## src/design/paletted_texture_sampler_top_defines.svh

```systemverilog
// Assertion macros for the texel unit. Clock i_clk, reset i_rst_n in scope.
`ifndef PALETTED_TEXTURE_SAMPLER_TOP_DEFINES_SVH
`define PALETTED_TEXTURE_SAMPLER_TOP_DEFINES_SVH

// Same-cycle implication.
`define PTS_ASSERT_NOW(lbl, ante, cons, msg) \
    lbl: assert property (@(posedge i_clk) disable iff (!i_rst_n) (ante) |-> (cons)) \
        else $error(msg);

// Next-cycle implication.
`define PTS_ASSERT_NEXT(lbl, ante, cons, msg) \
    lbl: assert property (@(posedge i_clk) disable iff (!i_rst_n) (ante) |=> (cons)) \
        else $error(msg);

`endif

```

## src/design/pts_pkg.sv

```systemverilog
package pts_pkg;

    localparam int TEXTURE_BYTES_DEF = 65536;
    localparam int PALETTE_WORDS_DEF = 8192;

    // zero-extended address width before wrapping to a store depth
    localparam int ADDR_EXT_W = 24;

    localparam logic [1:0] MODE_TEX_WR = 2'd0;
    localparam logic [1:0] MODE_PAL_WR = 2'd1;
    localparam logic [1:0] MODE_SAMPLE = 2'd2;

    localparam logic [0:0] REG_TEX_PARAM = 1'd0;
    localparam logic [0:0] REG_PAL_BASE  = 1'd1;

    localparam logic [14:0] COLOR_NONE   = 15'h7FFF;
    localparam logic [14:0] COLOR_4X4    = 15'h0999;
    localparam logic [14:0] COLOR_MASK   = 15'h7FFF;

    typedef enum logic [2:0] {
        FMT_NONE   = 3'd0,
        FMT_A3I5   = 3'd1,
        FMT_2BPP   = 3'd2,
        FMT_4BPP   = 3'd3,
        FMT_8BPP   = 3'd4,
        FMT_4X4    = 3'd5,
        FMT_A5I3   = 3'd6,
        FMT_DIRECT = 3'd7
    } t_fmt;

    typedef struct packed {
        logic        c0t;
        t_fmt        fmt;
        logic [2:0]  size_v;
        logic [2:0]  size_u;
        logic        mir_v;
        logic        mir_u;
        logic        rep_v;
        logic        rep_u;
        logic [15:0] base;
    } t_tparam;

    typedef struct packed {
        logic [1:0]         mode;
        logic [15:0]        write_address;
        logic [15:0]        write_data;
        logic signed [15:0] u_coord;
        logic signed [15:0] v_coord;
    } t_item;

    typedef struct packed {
        logic [14:0] texel_color;
        logic        is_transparent;
    } t_result;

    typedef struct packed {
        logic [0:0]  index;
        logic [29:0] value;
    } t_cfg;

    // decode of one texture byte
    typedef struct packed {
        logic        need_pal;
        logic        transp;
        logic [14:0] color;
    } t_dec;

    typedef enum logic [2:0] {
        ST_IDLE,
        ST_RD0,
        ST_RD1,
        ST_RD2,
        ST_PAL,
        ST_LOAD
    } t_state;

endpackage

```

## src/design/pts_addr.sv

```systemverilog
module pts_addr #(
    parameter int TAW = 16
) (
    input  logic                   i_clk,
    input  logic                   i_load,
    input  logic signed [15:0]     i_u,
    input  logic signed [15:0]     i_v,
    input  pts_pkg::t_tparam       i_param,
    output logic [TAW-1:0]         o_addr0,
    output logic [TAW-1:0]         o_addr1,
    output logic [1:0]             o_sub
);
    import pts_pkg::*;

    // integer texel index, clamped or wrapped (and mirrored) into [0, 8<<s)
    function automatic logic [9:0] texel_index(logic [11:0] c, logic [2:0] s,
                                               logic rep, logic mir);
        logic [3:0]  lg;
        logic [10:0] size;
        logic [9:0]  mask;
        logic        in_rng;
        logic        flip;
        lg     = {1'b0, s} + 4'd3;
        size   = 11'd8 << s;
        mask   = 10'(size - 11'd1);
        in_rng = !c[11] && (c[10:0] < size);
        flip   = mir && c[lg];
        if (in_rng) begin
            return c[9:0];
        end else if (!rep) begin
            return c[11] ? 10'd0 : mask;
        end else begin
            return (c[9:0] & mask) ^ (flip ? mask : 10'd0);
        end
    endfunction

    logic [9:0]  x;
    logic [9:0]  y;
    logic [3:0]  lg_u;
    logic [20:0] off;
    logic [22:0] boff;
    logic [22:0] sum;
    logic [TAW-1:0] r_addr0;
    logic [TAW-1:0] r_addr1;
    logic [1:0]     r_sub;

    // floor(coord / 16) is the top 12 bits of the 12.4 value
    assign x    = texel_index(i_u[15:4], i_param.size_u, i_param.rep_u, i_param.mir_u);
    assign y    = texel_index(i_v[15:4], i_param.size_v, i_param.rep_v, i_param.mir_v);
    assign lg_u = {1'b0, i_param.size_u} + 4'd3;
    assign off  = (21'(y) << lg_u) + 21'(x);

    always_comb begin
        case (i_param.fmt)
            FMT_2BPP:   boff = 23'(off >> 2);
            FMT_4BPP:   boff = 23'(off >> 1);
            FMT_DIRECT: boff = {1'b0, off, 1'b0};
            default:    boff = {2'b0, off};
        endcase
    end

    assign sum = {4'b0, i_param.base, 3'b0} + boff;

    always_ff @(posedge i_clk) begin
        if (i_load) begin
            r_addr0 <= sum[TAW-1:0];
            r_addr1 <= sum[TAW-1:0] + TAW'(1);
            r_sub   <= off[1:0];
        end
    end

    assign o_addr0 = r_addr0;
    assign o_addr1 = r_addr1;
    assign o_sub   = r_sub;
endmodule

```

## config.mk

```make
export PLATFORM = sky130hd
export DESIGN_NAME = pts_addr
export DESIGN_NICKNAME = d
export VERILOG_FILES = /design/src/design/paletted_texture_sampler_top_defines.svh /design/src/design/pts_pkg.sv /design/src/design/pts_addr.sv
export SDC_FILE = /design/constraint.sdc
export NUM_CORES = 1
export LEC_CHECK = 0
export BUFFER_PORTS_ARGS = -buffer_cell sky130_fd_sc_hd__buf_4
export CORE_UTILIZATION = 30
export DETAILED_ROUTE_END_ITERATION = 10
export PLACE_DENSITY = 0.45
export RECOVER_POWER = 100
export SLEW_MARGIN = 25
export SYNTH_ARGS = -nofsm -noshare
export SYNTH_HDL_FRONTEND = slang
export SYNTH_SLANG_ARGS = --single-unit
```

## constraint.sdc

```tcl
create_clock -name i_clk -period 24.2 [get_ports i_clk]
set_input_delay 4.84 -clock i_clk [delete_from_list [all_inputs] [get_ports i_clk]]
set_output_delay 4.84 -clock i_clk [all_outputs]
set_load 0.02 [all_outputs]
```

## Word level (Yosys, flattened, before mapping)

Cells that the tools add are included.
W data, S select, Z words.

- $add $sub $neg: 7
- $lt $le $gt $ge: 4
- Eq/ne operators: 3
- Shift-type cells: 3
- Muxes and demuxes: 13
- Bitwise gates (word level): 4
- Reductions and logical operators: 6

Operators with widths:

| cell | count |
|---|---|
| $mux W10 | 8 |
| $pmux W16 S3 | 1 |
| $lt A11 B11 Y1 | 2 |
| $shl A4 B3 Y11 const A | 2 |
| $and A10 B10 Y10 | 2 |
| $sub A10 B1 Y10 const B | 2 |
| $xor A10 B10 Y10 | 2 |
| $add A18 B10 Y18 | 1 |
| $shl A10 B4 Y18 | 1 |
| $add A16 B1 Y16 const B | 1 |
| $add A16 B16 Y16 | 1 |
| $lt A4 B5 Y1 const B | 2 |
| $add A3 B2 Y4 const B | 2 |
| $bmux W1 S4 | 2 |
| $eq A3 B2 Y1 const B | 2 |
| $logic_and A1 B1 Y1 | 4 |
| $eq A3 B3 Y1 const B | 1 |
| $logic_not A1 Y1 | 2 |
| $mux W1 | 2 |

- Bits in registers: 34
- Input bits: 64
- Logic and storage cells: 43

## Depth between registers and ports, before layout

- Depth after elaboration: 13
- Depth in mapped cells: 47

## Least setup slack after synthesis

Ideal clock, no wire load.

- Path kind: input to register
- From: in i_param[20] in the netlist's numbering
- To: reg r_addr1[15] (netlist: o_addr1[15]), data pin
- Library setup time: 269 ps
- Arrival time: 11863 ps
- Required time: 23931 ps
- Setup slack: 12067 ps
- Stages: 42
- Path buffers: 3
- Path through: clkbuf_1 inv_1 buf_2 ha_1 nand2b_1 ha_1 o21a_1 o21a_1 o21ai_0 nand2b_1 a21oi_1 nor2b_1 o21ai_0 nand2b_1 a211oi_1 clkbuf_1 inv_1 o221a_2 [... 6 more ...] a21oi_1 nand2b_1 a21boi_0 nor2_1 xnor2_1 a221o_1 ha_1 inv_1 o21bai_1 a21oi_1 o21bai_1 a21oi_1 o21bai_1 a21oi_1 o21bai_1 a21oi_1 xnor2_1 xor3_1

- Word-level cells in the longest chain between the ends: 12
- Elaborated cells between the ends (all ways): 19
- Classes of those cells: add/sub: 5; order compare: 1; shift: 2; mux: 7; bitwise: 2; reduce/logical: 2

RTL lines:

| item | RTL line | text |
|---|---|---|
| start: declaration | pts_addr.sv:8 | `input pts_pkg::t_tparam i_param,` |
| $add A3 B2 Y4 | pts_addr.sv:23, pts_addr.sv:50 |  |
| $bmux W1 S4 | pts_addr.sv:27 | `flip = mir && c[lg];` |
| $mux W1 (implied by the code) | pts_addr.sv:27 |  |
| $logic_and A1 B1 Y1 | pts_addr.sv:27 |  |
| $mux W10 | pts_addr.sv:33 | `return (c[9:0] & mask) ^ (flip ? mask : 10'd0);` |
| $xor A10 B10 Y10 | pts_addr.sv:33 |  |
| $mux W10 | pts_addr.sv:30 | `end else if (!rep) begin` |
| $mux W10 | pts_addr.sv:28 | `if (in_rng) begin` |
| $add A18 B10 Y18 (*) | pts_addr.sv:51 | `assign off = (21'(y) << lg_u) + 21'(x);` |
| $pmux W16 S3 (*) | pts_addr.sv:54 | `case (i_param.fmt)` |
| $add A16 B16 Y16 (*) | pts_addr.sv:62 | `assign sum = {4'b0, i_param.base, 3'b0} + boff;` |
| $add A16 B1 Y16 (*) | pts_addr.sv:67 | `r_addr1 <= sum[TAW-1:0] + TAW'(1);` |
| end signal: assignment | pts_addr.sv:67 |  |
| end: declaration | pts_addr.sv:44 | `logic [TAW-1:0] r_addr1;` |

Mark *: on every way between the ends. The rest lies on a longest branch, timed or not. The select of a mux whose other input is x is not followed.
A chain may end at the register's enable or synchronous reset.

## Final worst setup path

Ends and elaborated chain as after synthesis.

==> impl_metrics.env <==
export IMPL_crit_slowest_cell="clkbuf_1"
export IMPL_antenna_cells=0
export IMPL_p_leak_nw=2.36
export IMPL_track_usage_pct=16.1
export IMPL_max_vdd_ir_drop_mv=0.0437
export IMPL_final_cell_mix="74 x nor2_1, 55 x a21oi_1, 54 x nand2_1"
export IMPL_nFillCells=1834
export IMPL_vias=5096
export IMPL_clockRootBuffer="clkbuf_16"
export IMPL_fin_util_pct=35.9
export IMPL_cp_depth=42
export IMPL_slew_limit_headroom_pct=-14.0
export IMPL_port_buffer_count=85
export IMPL_post_dp_hpwl_mm=12.1
export IMPL_grt_max_degree=35
export IMPL_die_h_um=134
export IMPL_ant_nets=0
export IMPL_yosys_most_used_dff="edfxtp_1"
export IMPL_path_common_cell="a21oi_1"
export IMPL_cts_resized=0
export IMPL_avgSynthCellArea_um2=7.88
export IMPL_drt_drc_violations_left=0
export IMPL_hold_class="in2reg"
export IMPL_async_flop_share_pct=0
export IMPL_p_sw_share_pct=44.3
export IMPL_final_nets=845
export IMPL_p_int_mw=0.229
export IMPL_worst_slew_pin_slew_ns=1.71
export IMPL_rsz0062_at_grt="no"
export IMPL_max_cap_violations=1
export IMPL_ctsHoldBuffers=0
export IMPL_critPathKind="in2reg"
export IMPL_syn_area_um2=5230
export IMPL_dr_pass1_iters=5
export IMPL_cp_top_family="compound AO/OA/AOI/OAI gates"
export IMPL_cp_max_fo=26
export IMPL_cts_clk_slew_worst_paths_ns=0.05
export IMPL_syn2layout_area_growth_pct=15.6
export IMPL_rows=47
export IMPL_mostFrequentLayoutCell="nor2_1"
export IMPL_antenna_found_initial=0
export IMPL_slew_viol_final=35
export IMPL_postCtsSetupBuffers=0
export IMPL_numClockSinks=34
export IMPL_viasPerCell=5.38
export IMPL_setup_tns_ns=0
export IMPL_avgRoutedWirePerCell_um=15.5
export IMPL_synthesis_nets=782
export IMPL_ys_seq_area_share_pct=19.5
export IMPL_pwr_share_seq_pct=24.9
export IMPL_cts_tree="yes"
export IMPL_fin_crit_sh_pct=57.6
export IMPL_wl_mm=14.7
export IMPL_start_util_pct=31.1
export IMPL_max_freq_mhz=71.7
export IMPL_h_tree_depth=2
export IMPL_critical_path_buf_inv_count=4
export IMPL_outcome="finished with violations"
export IMPL_powerDensity_nw_per_um2=68.0
export IMPL_yosys_warnings=0
export IMPL_cts_buffers_inserted=5
export IMPL_yosys_cell_types_count=73
export IMPL_cts_path_max_buffers=2
export IMPL_pin_count=98
export IMPL_p_sw_mw=0.182
export IMPL_finalHoldViolCount=0
export IMPL_worstHoldPathCells=3
export IMPL_setup_viol=0
export IMPL_grt_pass1_wl_mm=23.9
export IMPL_grt_overflow_total=0
export IMPL_crit_arrival_ns=13.96
export IMPL_hold_ws_ns=5.00
export IMPL_fp_coreArea_um2=16800
export IMPL_period_needed_ns=13.94
export IMPL_required_ns=24.22
export IMPL_ys_ff_latch=34
export IMPL_cp_end_kind="flop"
export IMPL_grt_pass1_vias=4858
export IMPL_die_area_um2=18000
export IMPL_slowest_delay_ns=0.96
export IMPL_drtIter0Drc=328
export IMPL_violations="capacitance limit, slew limit"
export IMPL_placed_area_um2=6030
export IMPL_combPwrFrac_pct=60.4
export IMPL_postLayoutCellArea_um2=6050
export IMPL_die_w_um=134
export IMPL_netlist_instances=664
export IMPL_place_congestion=0.889
export IMPL_drive_gt1_share_pct=11.0
export IMPL_clockPowerShare_pct=14.7
export IMPL_startpoint_type="input port"
export IMPL_synth_edff_count=34
==> worst min-delay path: cells and delay by family <==
family    cells  cell delay, ns
buf+inv       1            0.08
xor+xnor      2            0.25
==> routing by layer <==
metal | routed length [um] | global-route usage, % | vias up | share of wire, %
li1 | - | - | 2619 | -
met1 | 7310 | 22.6 | 2303 | 50
met2 | 6460 | 26.1 | 157 | 44
met3 | 731 | 1.89 | 17 | 5.0
met4 | 209 | 4.37 | 0 | 1.4
met5 | 0 | 0 | - | 0
==> cell usage after synthesis, types with 4 or more instances <==
library cell | instances | area share, %
a211oi_1 | 15 | 2.2
o21bai_1 | 7 | 1.0
o22a_1 | 5 | 0.84
a21o_1 | 6 | 0.86
o21ai_0 | 37 | 3.5
o221ai_1 | 4 | 0.67
nand2_1 | 54 | 3.9
inv_1 | 36 | 2.6
nand3_1 | 20 | 1.9
clkbuf_1 | 25 | 1.8
o21a_1 | 7 | 1.0
o211ai_1 | 6 | 0.86
ha_1 | 52 | 12
a221o_1 | 4 | 0.77
nor3_1 | 8 | 0.77
nor2b_1 | 8 | 0.96
a21oi_1 | 55 | 5.3
nor2_1 | 74 | 5.3
edfxtp_1 | 34 | 20
nand4_1 | 4 | 0.48
xor2_1 | 16 | 2.7
o221a_2 | 5 | 1.1
and3_1 | 4 | 0.48
nand2b_1 | 14 | 1.7
o22ai_1 | 22 | 2.6
nor4_1 | 14 | 1.7
mux2i_1 | 12 | 2.3
o2111ai_1 | 5 | 0.84
xnor2_1 | 34 | 5.7
==> metrics by stage <==
| stage | setup WS (ns) | cells | total power, mW |
|---|---|---|---|
| 2_1_floorplan | 12.07 | 664 | 0.293 |
| 3_3_place_gp | 11.30 | 940 | 0.367 |
| 4_1_cts | 11.52 | 948 | 0.431 |
| 6_report | 10.26 | 948 | 0.411 |
| 3_5_place_dp | 11.23 | 940 | 0.370 |
| 5_1_grt | 9.17 | 948 | 0.444 |
==> final cells by class <==
cell class / count / area [um2] / area share (%)
clock buffer: 6 / 129 / 2.13
clock inverter: 2 / 13.8 / 0.228
inverter: 38 / 143 / 2.36
multi-input combinational: 560 / 3940 / 65.2
sequential: 34 / 1020 / 16.9
tap: 220 / 275 / 4.55
timing repair buffer: 88 / 522 / 8.63
==> flip-flops by register name (all words and copies together) (netlist names) <==
register and count:
o_addr0 16, o_addr1 16, o_sub 2
==> cells by family (layout without fill, tap and decap cells) <==
family                   count (synthesis)  count (layout)  synth area share, %
AO/OA/AOI/OAI                          222             222                 29.5
XOR/XNOR                                51              51                 8.83
adder cells (fa/ha/maj)                 54              54                 13.2
buffers and inverters                   70             134                 5.24
flip-flops                              34              34                 19.5
multiplexers                            20              20                 4.71
AND/OR/NAND/NOR                        213             213                 18.9
==> worst paths after layout <==
path | from | endpoint | slack, ns
setup / recovery | i_param[20] | o_addr1[15] | 10.26
hold / removal | i_param[12] | o_addr0[15] | 5.00
==> power groups by stage <==
| stage | logic, mW | clock network [mW] | registers [mW] |
|---|---|---|---|
| after floorplan | 0.160 | 0 | 0.133 |
| after global placement | 0.263 | 0 | 0.104 |
| after detailed placement | 0.265 | 0 | 0.104 |
| after CTS | 0.266 | 0.0617 | 0.103 |
| after global routing | 0.275 | 0.0637 | 0.105 |
| final | 0.248 | 0.0605 | 0.102 |
Note: power is estimated with default switching activity, not from simulation.
