## config.mk

```make
export PLATFORM = sky130hd
export DESIGN_NAME = pts_decode
export DESIGN_NICKNAME = d
export VERILOG_FILES = /design/src/design/paletted_texture_sampler_top_defines.svh /design/src/design/pts_pkg.sv /design/src/design/pts_decode.sv
export SDC_FILE = /design/constraint.sdc
export NUM_CORES = 1
export LEC_CHECK = 0
export BUFFER_PORTS_ARGS = -buffer_cell sky130_fd_sc_hd__clkbuf_2
export CORE_UTILIZATION = 40
export DETAILED_ROUTE_END_ITERATION = 6
export PLACE_DENSITY_LB_ADDON = 0.2
export SLEW_MARGIN = 0
export SYNTH_ARGS = -nofsm -noshare
export SYNTH_HDL_FRONTEND = slang
export SYNTH_SLANG_ARGS = --single-unit
```

## constraint.sdc

```tcl
create_clock -name vclk -period 4.5
set_clock_uncertainty 0.15 [all_clocks]
set_input_delay 0.675 -clock vclk [all_inputs]
set_output_delay 0.675 -clock vclk [all_outputs]
set_load 0.01 [all_outputs]
```

## src/design/paletted_texture_sampler_top_defines.svh

```systemverilog
// Assertion macros for the texel unit. Clock i_clk, reset i_rst_n in scope.
`ifndef PALETTED_TEXTURE_SAMPLER_TOP_DEFINES_SVH
`define PALETTED_TEXTURE_SAMPLER_TOP_DEFINES_SVH

// Same-cycle implication.
`define PTS_ASSERT_NOW(lbl, ante, cons, msg) \
    lbl: assert property (@(posedge i_clk) disable iff (!i_rst_n) (ante) |-> (cons)) \
        else $error(msg);

// Next-cycle implication.
`define PTS_ASSERT_NEXT(lbl, ante, cons, msg) \
    lbl: assert property (@(posedge i_clk) disable iff (!i_rst_n) (ante) |=> (cons)) \
        else $error(msg);

`endif

```

## src/design/pts_pkg.sv

```systemverilog
package pts_pkg;

    localparam int TEXTURE_BYTES_DEF = 65536;
    localparam int PALETTE_WORDS_DEF = 8192;

    // zero-extended address width before wrapping to a store depth
    localparam int ADDR_EXT_W = 24;

    localparam logic [1:0] MODE_TEX_WR = 2'd0;
    localparam logic [1:0] MODE_PAL_WR = 2'd1;
    localparam logic [1:0] MODE_SAMPLE = 2'd2;

    localparam logic [0:0] REG_TEX_PARAM = 1'd0;
    localparam logic [0:0] REG_PAL_BASE  = 1'd1;

    localparam logic [14:0] COLOR_NONE   = 15'h7FFF;
    localparam logic [14:0] COLOR_4X4    = 15'h0999;
    localparam logic [14:0] COLOR_MASK   = 15'h7FFF;

    typedef enum logic [2:0] {
        FMT_NONE   = 3'd0,
        FMT_A3I5   = 3'd1,
        FMT_2BPP   = 3'd2,
        FMT_4BPP   = 3'd3,
        FMT_8BPP   = 3'd4,
        FMT_4X4    = 3'd5,
        FMT_A5I3   = 3'd6,
        FMT_DIRECT = 3'd7
    } t_fmt;

    typedef struct packed {
        logic        c0t;
        t_fmt        fmt;
        logic [2:0]  size_v;
        logic [2:0]  size_u;
        logic        mir_v;
        logic        mir_u;
        logic        rep_v;
        logic        rep_u;
        logic [15:0] base;
    } t_tparam;

    typedef struct packed {
        logic [1:0]         mode;
        logic [15:0]        write_address;
        logic [15:0]        write_data;
        logic signed [15:0] u_coord;
        logic signed [15:0] v_coord;
    } t_item;

    typedef struct packed {
        logic [14:0] texel_color;
        logic        is_transparent;
    } t_result;

    typedef struct packed {
        logic [0:0]  index;
        logic [29:0] value;
    } t_cfg;

    // decode of one texture byte
    typedef struct packed {
        logic        need_pal;
        logic        transp;
        logic [14:0] color;
    } t_dec;

    typedef enum logic [2:0] {
        ST_IDLE,
        ST_RD0,
        ST_RD1,
        ST_RD2,
        ST_PAL,
        ST_LOAD
    } t_state;

endpackage

```

## src/design/pts_decode.sv

```systemverilog
module pts_decode #(
    parameter int PAW = 13
) (
    input  pts_pkg::t_fmt  i_fmt,
    input  logic           i_c0t,
    input  logic [7:0]     i_byte,
    input  logic [1:0]     i_sub,
    input  logic [12:0]    i_pal_base,
    output pts_pkg::t_dec  o_dec,
    output logic [PAW-1:0] o_pal_addr
);
    import pts_pkg::*;

    logic [7:0]  idx;
    logic [16:0] pal_full;

    always_comb begin
        idx   = 8'd0;
        o_dec = '{need_pal: 1'b0, transp: 1'b0, color: 15'd0};
        unique case (i_fmt)
            FMT_NONE: begin
                o_dec.color = COLOR_NONE;
            end
            FMT_A3I5: begin
                idx          = {3'b0, i_byte[4:0]};
                o_dec.transp = (i_byte[7:5] == 3'd0) || (i_c0t && idx == 8'd0);
            end
            FMT_2BPP: begin
                idx          = 8'((i_byte >> {i_sub, 1'b0}) & 8'd3);
                o_dec.transp = i_c0t && idx == 8'd0;
            end
            FMT_4BPP: begin
                idx          = {4'b0, i_sub[0] ? i_byte[7:4] : i_byte[3:0]};
                o_dec.transp = i_c0t && idx == 8'd0;
            end
            FMT_8BPP: begin
                idx          = i_byte;
                o_dec.transp = i_c0t && idx == 8'd0;
            end
            FMT_4X4: begin
                o_dec.color = COLOR_4X4;
            end
            FMT_A5I3: begin
                idx          = {5'b0, i_byte[2:0]};
                o_dec.transp = (i_byte[7:3] == 5'd0) || (i_c0t && idx == 8'd0);
            end
            FMT_DIRECT: begin
                // two-byte color, resolved by the sequencer
            end
            default: begin
            end
        endcase
        if (i_fmt == FMT_A3I5 || i_fmt == FMT_2BPP || i_fmt == FMT_4BPP ||
            i_fmt == FMT_8BPP || i_fmt == FMT_A5I3) begin
            o_dec.need_pal = !o_dec.transp;
        end
    end

    // 2bpp palettes sit on 8-byte boundaries, the others on 16-byte ones
    assign pal_full   = ((i_fmt == FMT_2BPP) ? {2'b0, i_pal_base, 2'b0}
                                             : {1'b0, i_pal_base, 3'b0}) + 17'(idx);
    assign o_pal_addr = pal_full[PAW-1:0];
endmodule

```

### Yosys cells after proc, flatten, opt, wreduce, memory -nomap -nowiden

Index checks and enable logic that the tools add are counted.

* flip-flop bits (word level): 0
* word-level logic and storage cells: 34
* bits of input ports: 27
* output and inout bits: 30

* multiplexer cells: 6
* reductions and logical operators: 20
* equal/unequal tests: 6
* $add $sub $neg: 1
* shift-type cells: 1

Operators by type and width (number)
* case mux 8 bit (5 select lines): 1
* case mux 15 bit (2 select lines): 1
* zero test 8 bit: 2
* adder 13 x 8 -> 13 bit: 1
* two-way mux 13 bit: 1
* zero test 5 bit: 2
* == test 3 bit, second input constant: 3
* zero test 3 bit: 3
* >> shifter 8 x 3 -> 2 bit: 1
* == test 3 x 2 -> 1 bit, second input constant: 2
* logical OR 1 bit: 6
* logical AND 1 bit: 5
* case mux 1 bit (5 select lines): 1
* zero test 4 bit: 1
* two-way mux 4 bit: 1
* == test 3 x 1 -> 1 bit, second input constant: 1
* zero test 1 bit: 1
* two-way mux 1 bit: 1

### Longest topological paths before layout

Gate-level depths: netlist (run 1).

* depth after elaboration: 6
* mapped depth: 12
* mapped depth without buffers: 11

### Worst setup path before layout (run 1)

OpenSTA, ideal clock, no wires.

* path type: input port to output port
* start point: in i_fmt[0]
* end point: out o_pal_addr[12]
* arrival: 2.890 ns
* slack: 0.785 ns
* stages: 11
* data required time: 3.675 ns
* path buffers: 2
* cells stage by stage: buf_6 -> or3b_4 -> clkbuf_1 -> nand2_1 -> nand2_1 -> ha_1 -> nor2b_1 -> o31a_1 -> o31a_1 -> a211o_1 -> o211a_1

* word-level cells in the longest chain between the ends: 3
* elaborated cells on any way between the ends: 8
* those cells by class: add/sub (1); eq/ne (5); mux (2)

RTL lines
* start: declaration: RTL line pts_decode.sv:4 `input pts_pkg::t_fmt i_fmt,`
* == test 3 bit, or another cell as far along: RTL line pts_decode.sv:20 `unique case (i_fmt)`
* case mux 8 bit (5 select lines) / two-way mux 13 bit (equally long branches): RTL line pts_decode.sv:20, pts_decode.sv:60
* adder 13 x 8 -> 13 bit *: RTL line pts_decode.sv:61 `: {1'b0, i_pal_base, 3'b0}) + 17'(idx);`
* end: declaration: RTL line pts_decode.sv:10 `output logic [PAW-1:0] o_pal_addr`

Mark *: on every way between the ends. The rest lies on a longest branch, timed or not.

### Worst setup path in the final report (run 1)

* start point: in i_fmt[2]
* end point: out o_pal_addr[10]

The elaborated chain is that of the path after synthesis.

==> summary.txt, run 1 <==
Run status
  – Run status: completed

Synthesis
  – Post-synth design cell area: 1001 µm²
  – Synth top area cells: nand2_1 (10%), buf_4 (9.7%), ha_1 (7.5%)
  – Ys Warns: 0
  – Seq/Total Area, Yosys: 0%
  – Mapped Avg Cell Area: 6.809 µm²
  – Synth cell types: 44
  – Mapped Cells: 147
  – Top cell type's share of synthesized area: 10.13%
  – Syn_nets: 181
  – Yosys top cell by area: nand2_1

Final layout
  – Layout cells sized above 1: 34.43%
  – Clock Buffer Count: 0
  – Layout fillers: 223
  – Nets@finish: 219
  – Sequential cells: 0
  – Antenna diode count: 0
  – Register area: 0 µm²
  – Area added between synthesis and finish: 18.50%

Global route
  – Met2 usage: 34.83%
  – Total gr overflow: 0
  – Met1 usage: 27.78%
  – Overall global routing resource usage: 19.64%
  – Gr busiest metal: met2
  – Pin count of the biggest net entering global routing: 19
  – Vias in the first global route: 983
  – First-pass GRT wire length: 4271 µm
  – Met3 Usage GRT: 0%
  – Initial antenna violation count: 0

Timing
  – Slew Viols, Final: 0
  – Max frequency: 0.2453 GHz
  – Setup TNS: 0 ns
  – Period utilisation layout: 90.58%
  – RSZ-0062 raised after global routing: no
  – Slew of the pin with the lowest slew margin: 0.7692 ns
  – Final setup fails: 0
  – Final setup margin: 0.4240 ns
  – Hold WS: 1.561 ns
  – Min cycle time layout: 4.076 ns
  – Normalized max-slew margin: 48.33%
  – Fin. Hold Viols: 0

Detailed routing
  – Post-route ant nets: 0
  – Vias per inst: 5.431
  – Detailed-route via count: 1146
  – Wire length per cell: 12.17 µm
  – Final wirelength: 2568 µm
  – DRC: 0
  – 1st-iter DRT viols: 24
  – First drt pass iteration count: 4

Die
  – Die area: 2707 µm²
  – Die H: 52.03 µm
  – Die X: 52.03 µm
  – I/O Pins: 57
  – Starting Density: 43.98%
  – FP Rows: 17
  – CORE AREA: 2276 µm²

Placement
  – Placer Congestion: 0.8365
  – Pre-CTS setup slack: 0.4397 ns
  – IO Port Bufs: 55
  – HPWL after DPL: 2060 µm

Pwr
  – Pleak: 0.6242 nW
  – Power density cells: 102.9 nW/µm²
  – Peak VDD IR: 0.00005421 V
  – Total Power: 122.0 µW

Flow run
  – MaxCap Viol Count: 0

Hold path
  – Hold Path Stages: 3
  – Hold Crit Start: i_pal_base[8]
  – HP Class: primary input to output port

Critical path
  – Critical Path RT: 3.67 ns
  – Critical path data arrival time: 3.25 ns
  – CP max FO: 16
  – CP endpoint: o_pal_addr[10]
  – Worst setup path category: primary input to output port
  – CP startpoint: i_fmt[2]
  – CP Capture Type: output port
  – Startpoint Class: primary input

Clock tree
  – Hold_buf cts: 0
  – Post-CTS Setup Bufs: 0
  – Post-cts resize count: 0
-- cell families (layout without fill, tap and decap cells) --
family	count (synthesis)	in the layout	synth area share [%]
simple gates	61	61	30.63
fa+ha+maj	7	7	9.500
compound gates	41	41	30.13
buf+inv	26	62	15.50
xor+xnor	6	6	5.250
mux	6	6	8.999
-- synthesized netlist by cell type (all sizes together) (4+ instances only) --
cell type / count
a211oi: 4
clkbuf: 5
inv: 6
ha: 6
a21oi: 11
nand2: 27
o21ai: 5
and2: 5
nor2: 5
buf: 15
xnor2: 5
nand2b: 4
nor3: 6
-- final cells by class --
cell class | instances | area (µm²) | area share, %
inverter | 6 | 22.52 | 1.899
multi-input combinational | 121 | 845.8 | 71.31
timing repair buffer | 56 | 282.8 | 23.84
tap | 28 | 35.03 | 2.954
-- report_power, final --
group / leakage, nW / internal (mW) / switching, mW / total, mW
clock: 0 / 0 / 0 / 0
combinational: 0.624 / 0.0545 / 0.0675 / 0.122
sequential: 0 / 0 / 0 / 0
total: 0.624 / 0.0545 / 0.0675 / 0.122
-- cells in the final DEF, fill, tap and decap left out, types with 2 or more instances in the layout --
cell and instances:
clkbuf_2 55, nand2_1 27, a21oi_1 11, inv_1 6
nor3_1 6, ha_1 6, and2_1 5, o21ai_0 5
xnor2_1 5, nor2_1 5, nand2b_1 4, a211oi_1 4
mux2i_1 3, nor2b_1 3, nor3b_1 2, and3b_1 2
a32o_1 2, nand3b_1 2, nand3_1 2, a21o_1 2
o31a_1 2, mux4_2 2, a221oi_1 2, a211o_1 2
-- stage by stage --
| step | util (%) | cell area [µm²] | std cells |
|---|---|---|---|
| floorplan | - | 1001 | 147 |
| finish | 52.12 | 1186 | 211 |
| global placement | 52.12 | 1186 | 211 |
| global route | 52.12 | 1186 | 211 |
| detailed placement | 52.12 | 1186 | 211 |
| CTS | 52.12 | 1186 | 211 |
-- critical path, cell delays in order --
cell,delay [ns]
clkbuf_2,0.27
nor3b_1,0.40
o21bai_1,0.17
a32o_1,0.19
inv_1,0.08
fa_1,0.46
nor2b_1,0.17
o31a_1,0.20
o21ai_0,0.13
a21oi_1,0.20
xnor2_1,0.14
clkbuf_2,0.15
-- metal layers --
layer / routed length, µm / share of wire, % / up-vias
met2: 1275 / 50 / 37
met1: 1169 / 46 / 518
met4: 0 / 0 / 0
met5: 0 / 0 / -
met3: 124 / 4.8 / 0
li1: - / - / 591
-- worst min-delay path by stage --
stage	end	slack, ns
2_1_floorplan	o_pal_addr[11]	1.29
3_3_place_gp	o_pal_addr[0]	1.56
3_5_place_dp	o_pal_addr[11]	1.56
4_1_cts	o_pal_addr[11]	1.56
5_1_grt	o_pal_addr[11]	1.60
6_report	o_pal_addr[11]	1.56
Note: power is estimated with default switching activity, not from simulation.
==> run 2, diff against run 1 <==
Settings changed: BUFFER_PORTS_ARGS -buffer_cell sky130_fd_sc_hd__clkbuf_2 to -buffer_cell sky130_fd_sc_hd__buf_2.
==> run 2 against run 1 <==
  * Clock-buffer cell count did not move
  * Final area did not move
  * Utilization did not move
  * First-iteration DRC count rose by 38%
  * Highest routed layer unchanged
==> summary.txt, run 2 (synthesis results as in run 1) <==
Run status
  – Run status: completed (unchanged)

Timing
  – RSZ-0062 raised after global routing: no (unchanged)
  – Final setup fails: 0 (unchanged)
  – Max frequency: 0.2485 GHz (was 0.2453 GHz)
  – Period utilisation layout: 89.42% (was 90.58%)
  – Fin. Hold Viols: 0 (unchanged)
  – Setup TNS: 0 ns (unchanged)
  – Slew of the pin with the lowest slew margin: 0.6517 ns (was 0.7692 ns)
  – Slew Viols, Final: 0 (unchanged)
  – Normalized max-slew margin: 56.22% (was 48.33%)
  – Min cycle time layout: 4.024 ns (was 4.076 ns)
  – Hold WS: 1.571 ns (was 1.561 ns)

Global route
  – Pin count of the biggest net entering global routing: 19 (unchanged)
  – Overall global routing resource usage: 18.77% (was 19.64%)
  – Total gr overflow: 0 (unchanged)
  – First-pass GRT wire length: 4084 µm (was 4271 µm)
  – Initial antenna violation count: 0 (unchanged)
  – Vias in the first global route: 943 (was 983)

Detailed routing
  – Detailed-route via count: 1173 (was 1146)
  – Vias per inst: 5.559 (was 5.431)
  – 1st-iter DRT viols: 33 (was 24)
  – Wire length per cell: 11.78 µm (was 12.17 µm)
  – First drt pass iteration count: 4 (unchanged)
  – Final wirelength: 2485 µm (was 2568 µm)
  – Post-route ant nets: 0 (unchanged)
  – DRC: 0 (unchanged)

Die
  – I/O Pins: 57 (unchanged)
  – FP Rows: 17 (unchanged)
  – Die H: 52.03 µm (unchanged)
  – Starting Density: 43.98% (unchanged)
  – Die area: 2707 µm² (unchanged)
  – CORE AREA: 2276 µm² (unchanged)
  – Die X: 52.03 µm (unchanged)

Critical path
  – CP Capture Type: output port (unchanged)
  – Cell seen most often among critical-path stages: buf_2 (was clkbuf_2)
  – Top delay family on crit path: compound AO/OA/AOI/OAI gates (unchanged)
  – Startpoint Class: primary input (unchanged)
  – Worst-path cell chain: buf_2 > nor3b_1 > o21bai_1 > a32o_1 > inv_1 > fa_1 > nor2b_1 > o31a_1 > o21ai_0 > a21oi_1 > xnor2_1 > buf_2 (was clkbuf_2 > nor3b_1 > o21bai_1 > a32o_1 > inv_1 > fa_1 > nor2b_1 > o31a_1 > o21ai_0 > a21oi_1 > xnor2_1 > clkbuf_2)
  – CP max stage delay: 0.45 ns (was 0.46 ns)
  – CP Buf/Inv Count: 3 (unchanged)
  – CP max FO: 16 (unchanged)
  – Critical path data arrival time: 3.20 ns (was 3.25 ns)
  – Worst setup path category: primary input to output port (unchanged)
  – Slowest cell on crit path: fa_1 (unchanged)
  – Critical Path RT: 3.67 ns (about the same)

Final layout
  – Antenna diode count: 0 (unchanged)
  – Clock Buffer Count: 0 (unchanged)
  – Area added between synthesis and finish: 18.50% (unchanged)
  – Post-route cell area: 1186 µm² (unchanged)
  – Sequential cells: 0 (unchanged)
  – Nets@finish: 219 (unchanged)
  – Most frequent cells in the layout: buf_2 (55), nand2_1 (27), a21oi_1 (11) (was clkbuf_2 (55), nand2_1 (27), a21oi_1 (11))
  – Multi-input gate area: 845.8 µm² (unchanged)
  – Finished Layout Cells: 211 (unchanged)
  – Layout fillers: 225 (was 223)
  – Register area: 0 µm² (unchanged)
  – Most common cell after layout, fill and taps aside: buf_2 (was clkbuf_2)
  – Layout cells sized above 1: 34.43% (unchanged)

Flow run
  – MaxCap Viol Count: 0 (unchanged)

Placement
  – Post-DP Area: 1186 µm² (unchanged)
  – Placed Cells: 211 (unchanged)
  – IO Port Bufs: 55 (unchanged)
  – Placer Congestion: 0.8395 (was 0.8365)
  – HPWL after DPL: 2014 µm (was 2060 µm)

Pwr
  – Peak VDD IR: 0.00004995 V (was 0.00005421 V)
  – Power density cells: 102.4 nW/µm² (was 102.9 nW/µm²)
  – Pleak: 0.6253 nW (was 0.6242 nW)

Hold path
  – HP Class: primary input to output port (unchanged)

Clock tree
  – Hold_buf cts: 0 (unchanged)
  – Post-cts resize count: 0 (unchanged)
  – Post-CTS Setup Bufs: 0 (unchanged)
run 2: cell types whose count changed in the layout (fill, tap and decap cells not counted), sizes merged:
| cell | previous run | this run |
|---|---|---|
| buf | 1 | 56 |
| clkbuf | 55 | 0 |
run 2: routing by layer:
layer | routed length, µm | GRT usage (%) | vias up
met5 | 0 | 0 | -
met3 | 163 | 1.462 | 0
met4 | 0 | 0.9009 | 0
li1 | - | - | 592
met2 | 1198 | 32.26 | 49
met1 | 1123 | 26.30 | 532
run 2: report_power, final:
| part | internal [mW] | switching [mW] |
|---|---|---|
| logic | 0.0549 | 0.0665 |
| clock network | 0 | 0 |
| registers | 0 | 0 |
| total | 0.0549 | 0.0665 |
run 2: area by class of cell:
cell class | count | area share [%]
Multi-Input combinational cell | 121 | 71.31
Timing Repair Buffer | 56 | 23.84
Tap cell | 28 | 2.954
Inverter | 6 | 1.899
run 2: worst min-delay path, cell delays in order:
cell and delay (ns):
buf_2 0.13, a311oi_2 0.09, buf_2 0.14
run 2: path summary, 6_finish.rpt:
check | startpoint | to | slack (ns) | cells past startpoint
worst max-delay path | i_fmt[2] | o_pal_addr[10] | 0.48 | 12
worst min-delay path | i_pal_base[8] | o_pal_addr[11] | 1.57 | 3
run 2: through the flow:
step | util, % | power [mW] | setup slack [ns]
floorplan | - | 0.08456 | 0.7852
global placement | 52.12 | 0.1192 | 0.5737
detailed placement | 52.12 | 0.1215 | 0.5134
CTS | 52.12 | 0.1218 | 0.5096
global route | 52.12 | 0.1356 | 0.2200
finish | 52.12 | 0.1215 | 0.4759
==> run 3, diff against run 2 <==
Settings changed: PLACE_DENSITY set to 0.74, PLACE_DENSITY_LB_ADDON 0.2 to unset.
Clock period 4.5 ns to 4.29 ns, I/O delays scaled along.
==> run 3 against run 2 <==
  * Setup slack got worse by 0.067 ns
  * Utilization increased by 0.33 points
  * Final area increased by 0.63%
  * Sequential share of layout area unchanged
  * Largest power group unchanged
  * Highest routed layer is now met4
==> summary.txt, run 3 (synthesis results as in run 1) <==
Detailed routing
  – DRC: 0 (unchanged)
  – Final wirelength: 2569 µm (was 2485 µm)
  – First drt pass iteration count: 4 (unchanged)
  – Vias per inst: 5.613 (was 5.559)
  – 1st-iter DRT viols: 20 (was 33)
  – Wire length per cell: 12.12 µm (was 11.78 µm)
  – Post-route ant nets: 0 (unchanged)
  – Detailed-route via count: 1190 (was 1173)

Timing
  – Final setup margin: 0.4091 ns (was 0.4759 ns)
  – RSZ-0062 raised after global routing: no (unchanged)
  – Slew of the pin with the lowest slew margin: 0.6563 ns (was 0.6517 ns)
  – Normalized max-slew margin: 55.91% (was 56.22%)
  – Max frequency: 0.2577 GHz
  – Setup TNS: 0 ns (unchanged)
  – Period utilisation layout: 90.46%
  – Fin. Hold Viols: 0 (unchanged)
  – Slew Viols, Final: 0 (unchanged)
  – Min cycle time layout: 3.881 ns
  – Final setup fails: 0 (unchanged)

Critical path
  – CP Capture Type: output port (unchanged)
  – CP max stage delay: 0.50 ns (was 0.45 ns)
  – Slowest cell on crit path: or3b_4 (was fa_1)
  – Worst setup path category: primary input to output port (unchanged)
  – Worst-path cell chain: buf_2 > or3b_4 > nand2_1 > nand2_1 > ha_1 > nor2b_1 > o31a_1 > o31a_1 > a211o_1 > o211a_1 > buf_2 (was buf_2 > nor3b_1 > o21bai_1 > a32o_1 > inv_1 > fa_1 > nor2b_1 > o31a_1 > o21ai_0 > a21oi_1 > xnor2_1 > buf_2)
  – Critical Path RT: 3.50 ns (was 3.67 ns)
  – Startpoint Class: primary input (unchanged)
  – CP max FO: 12 (was 16)
  – Critical path data arrival time: 3.09 ns (was 3.20 ns)
  – CP startpoint: i_fmt[1] (was i_fmt[2])

Hold path
  – Hold Crit Start: i_pal_base[8] (unchanged)
  – HP Class: primary input to output port (unchanged)
  – Hold Path Stages: 3 (unchanged)

Clock tree
  – Post-cts resize count: 0 (unchanged)
  – Post-CTS Setup Bufs: 0 (unchanged)
  – Hold_buf cts: 0 (unchanged)

Final layout
  – Most frequent cells in the layout: buf_2 (55), nand2_1 (27), a21oi_1 (11) (unchanged)
  – Layout fillers: 220 (was 225)
  – Multi-input gate area: 845.8 µm² (unchanged)
  – Layout cells sized above 1: 34.78% (was 34.43%)
  – Clock Buffer Count: 0 (unchanged)
  – Sequential cells: 0 (unchanged)
  – Nets@finish: 220 (was 219)
  – Most common cell after layout, fill and taps aside: buf_2 (unchanged)
  – Register area: 0 µm² (unchanged)
  – Antenna diode count: 0 (unchanged)
  – Area added between synthesis and finish: 19.25% (was 18.50%)

Die
  – I/O Pins: 57 (unchanged)
  – Die X: 52.03 µm (unchanged)
  – FP Rows: 17 (unchanged)
  – Die area: 2707 µm² (unchanged)
  – Starting Density: 43.98% (unchanged)
  – Die H: 52.03 µm (unchanged)
  – CORE AREA: 2276 µm² (unchanged)

Global route
  – Overall global routing resource usage: 19.27% (was 18.77%)
  – Vias in the first global route: 1014 (was 943)
  – Pin count of the biggest net entering global routing: 19 (unchanged)
  – First-pass GRT wire length: 4195 µm (was 4084 µm)
  – Initial antenna violation count: 0 (unchanged)
  – Total gr overflow: 0 (unchanged)

Placement
  – Placer Congestion: 0.8587 (was 0.8395)
  – IO Port Bufs: 55 (unchanged)
  – Pre-CTS setup slack: 0.4229 ns (was 0.5134 ns)
  – HPWL after DPL: 2100 µm (was 2014 µm)

Pwr
  – Pleak: 0.6306 nW (was 0.6253 nW)
  – Power density cells: 107.7 nW/µm² (was 102.4 nW/µm²)
  – Peak VDD IR: 0.00004521 V (was 0.00004995 V)

Run status
  – Run status: completed (unchanged)

Flow run
  – MaxCap Viol Count: 0 (unchanged)
==> run 3: cell types whose count changed in the layout (fill, tap and decap cells not counted) <==
cell and change:
buf_4 +1
==> run 3: worst paths after layout <==
path / end
min: o_pal_addr[11]
max: o_pal_addr[12]
==> run 3: routing by layer <==
metal	wire length [µm]	share of wire (%)	global-route usage (%)	up-vias
li1	-	-	-	592
met1	1155	45	24.48	552
met2	1240	48	36.54	42
met3	143	5.6	0.5848	4
met4	29	1.1	1.802	0
met5	0	0	0	-
==> run 3: critical path: cells and delay by family <==
family / cells / cell delay [ns]
AOI/OAI and AO/OA: 4 / 0.96
and+or+nand+nor: 4 / 0.82
buffers and inverters: 2 / 0.33
adders and majority gates: 1 / 0.32
==> run 3: power breakdown <==
part	total (mW)	internal (mW)	switching, mW
Combinational	0.129	0.0579	0.0706
Sequential	0	0	0
Clock	0	0	0
Total	0.129	0.0579	0.0706
==> run 3: final cells by class <==
cell class,instances,share of cell area [%]
multi-input cells,121,70.86
repair buffers,57,24.32
well taps,28,2.935
inverters,6,1.887
==> run 3: metrics by stage <==
stage          std cells  instance area (µm²)  power [mW]  hold WS, ns  util, %
6_report             212                 1194      0.1285        1.496    52.45
4_1_cts              212                 1194      0.1286        1.496    52.45
3_5_place_dp         212                 1194      0.1281        1.495    52.45
3_3_place_gp         212                 1194      0.1248        1.487    52.45
2_1_floorplan        147                 1001     0.08870        1.231        -
5_1_grt              212                 1194      0.1420        1.531    52.45
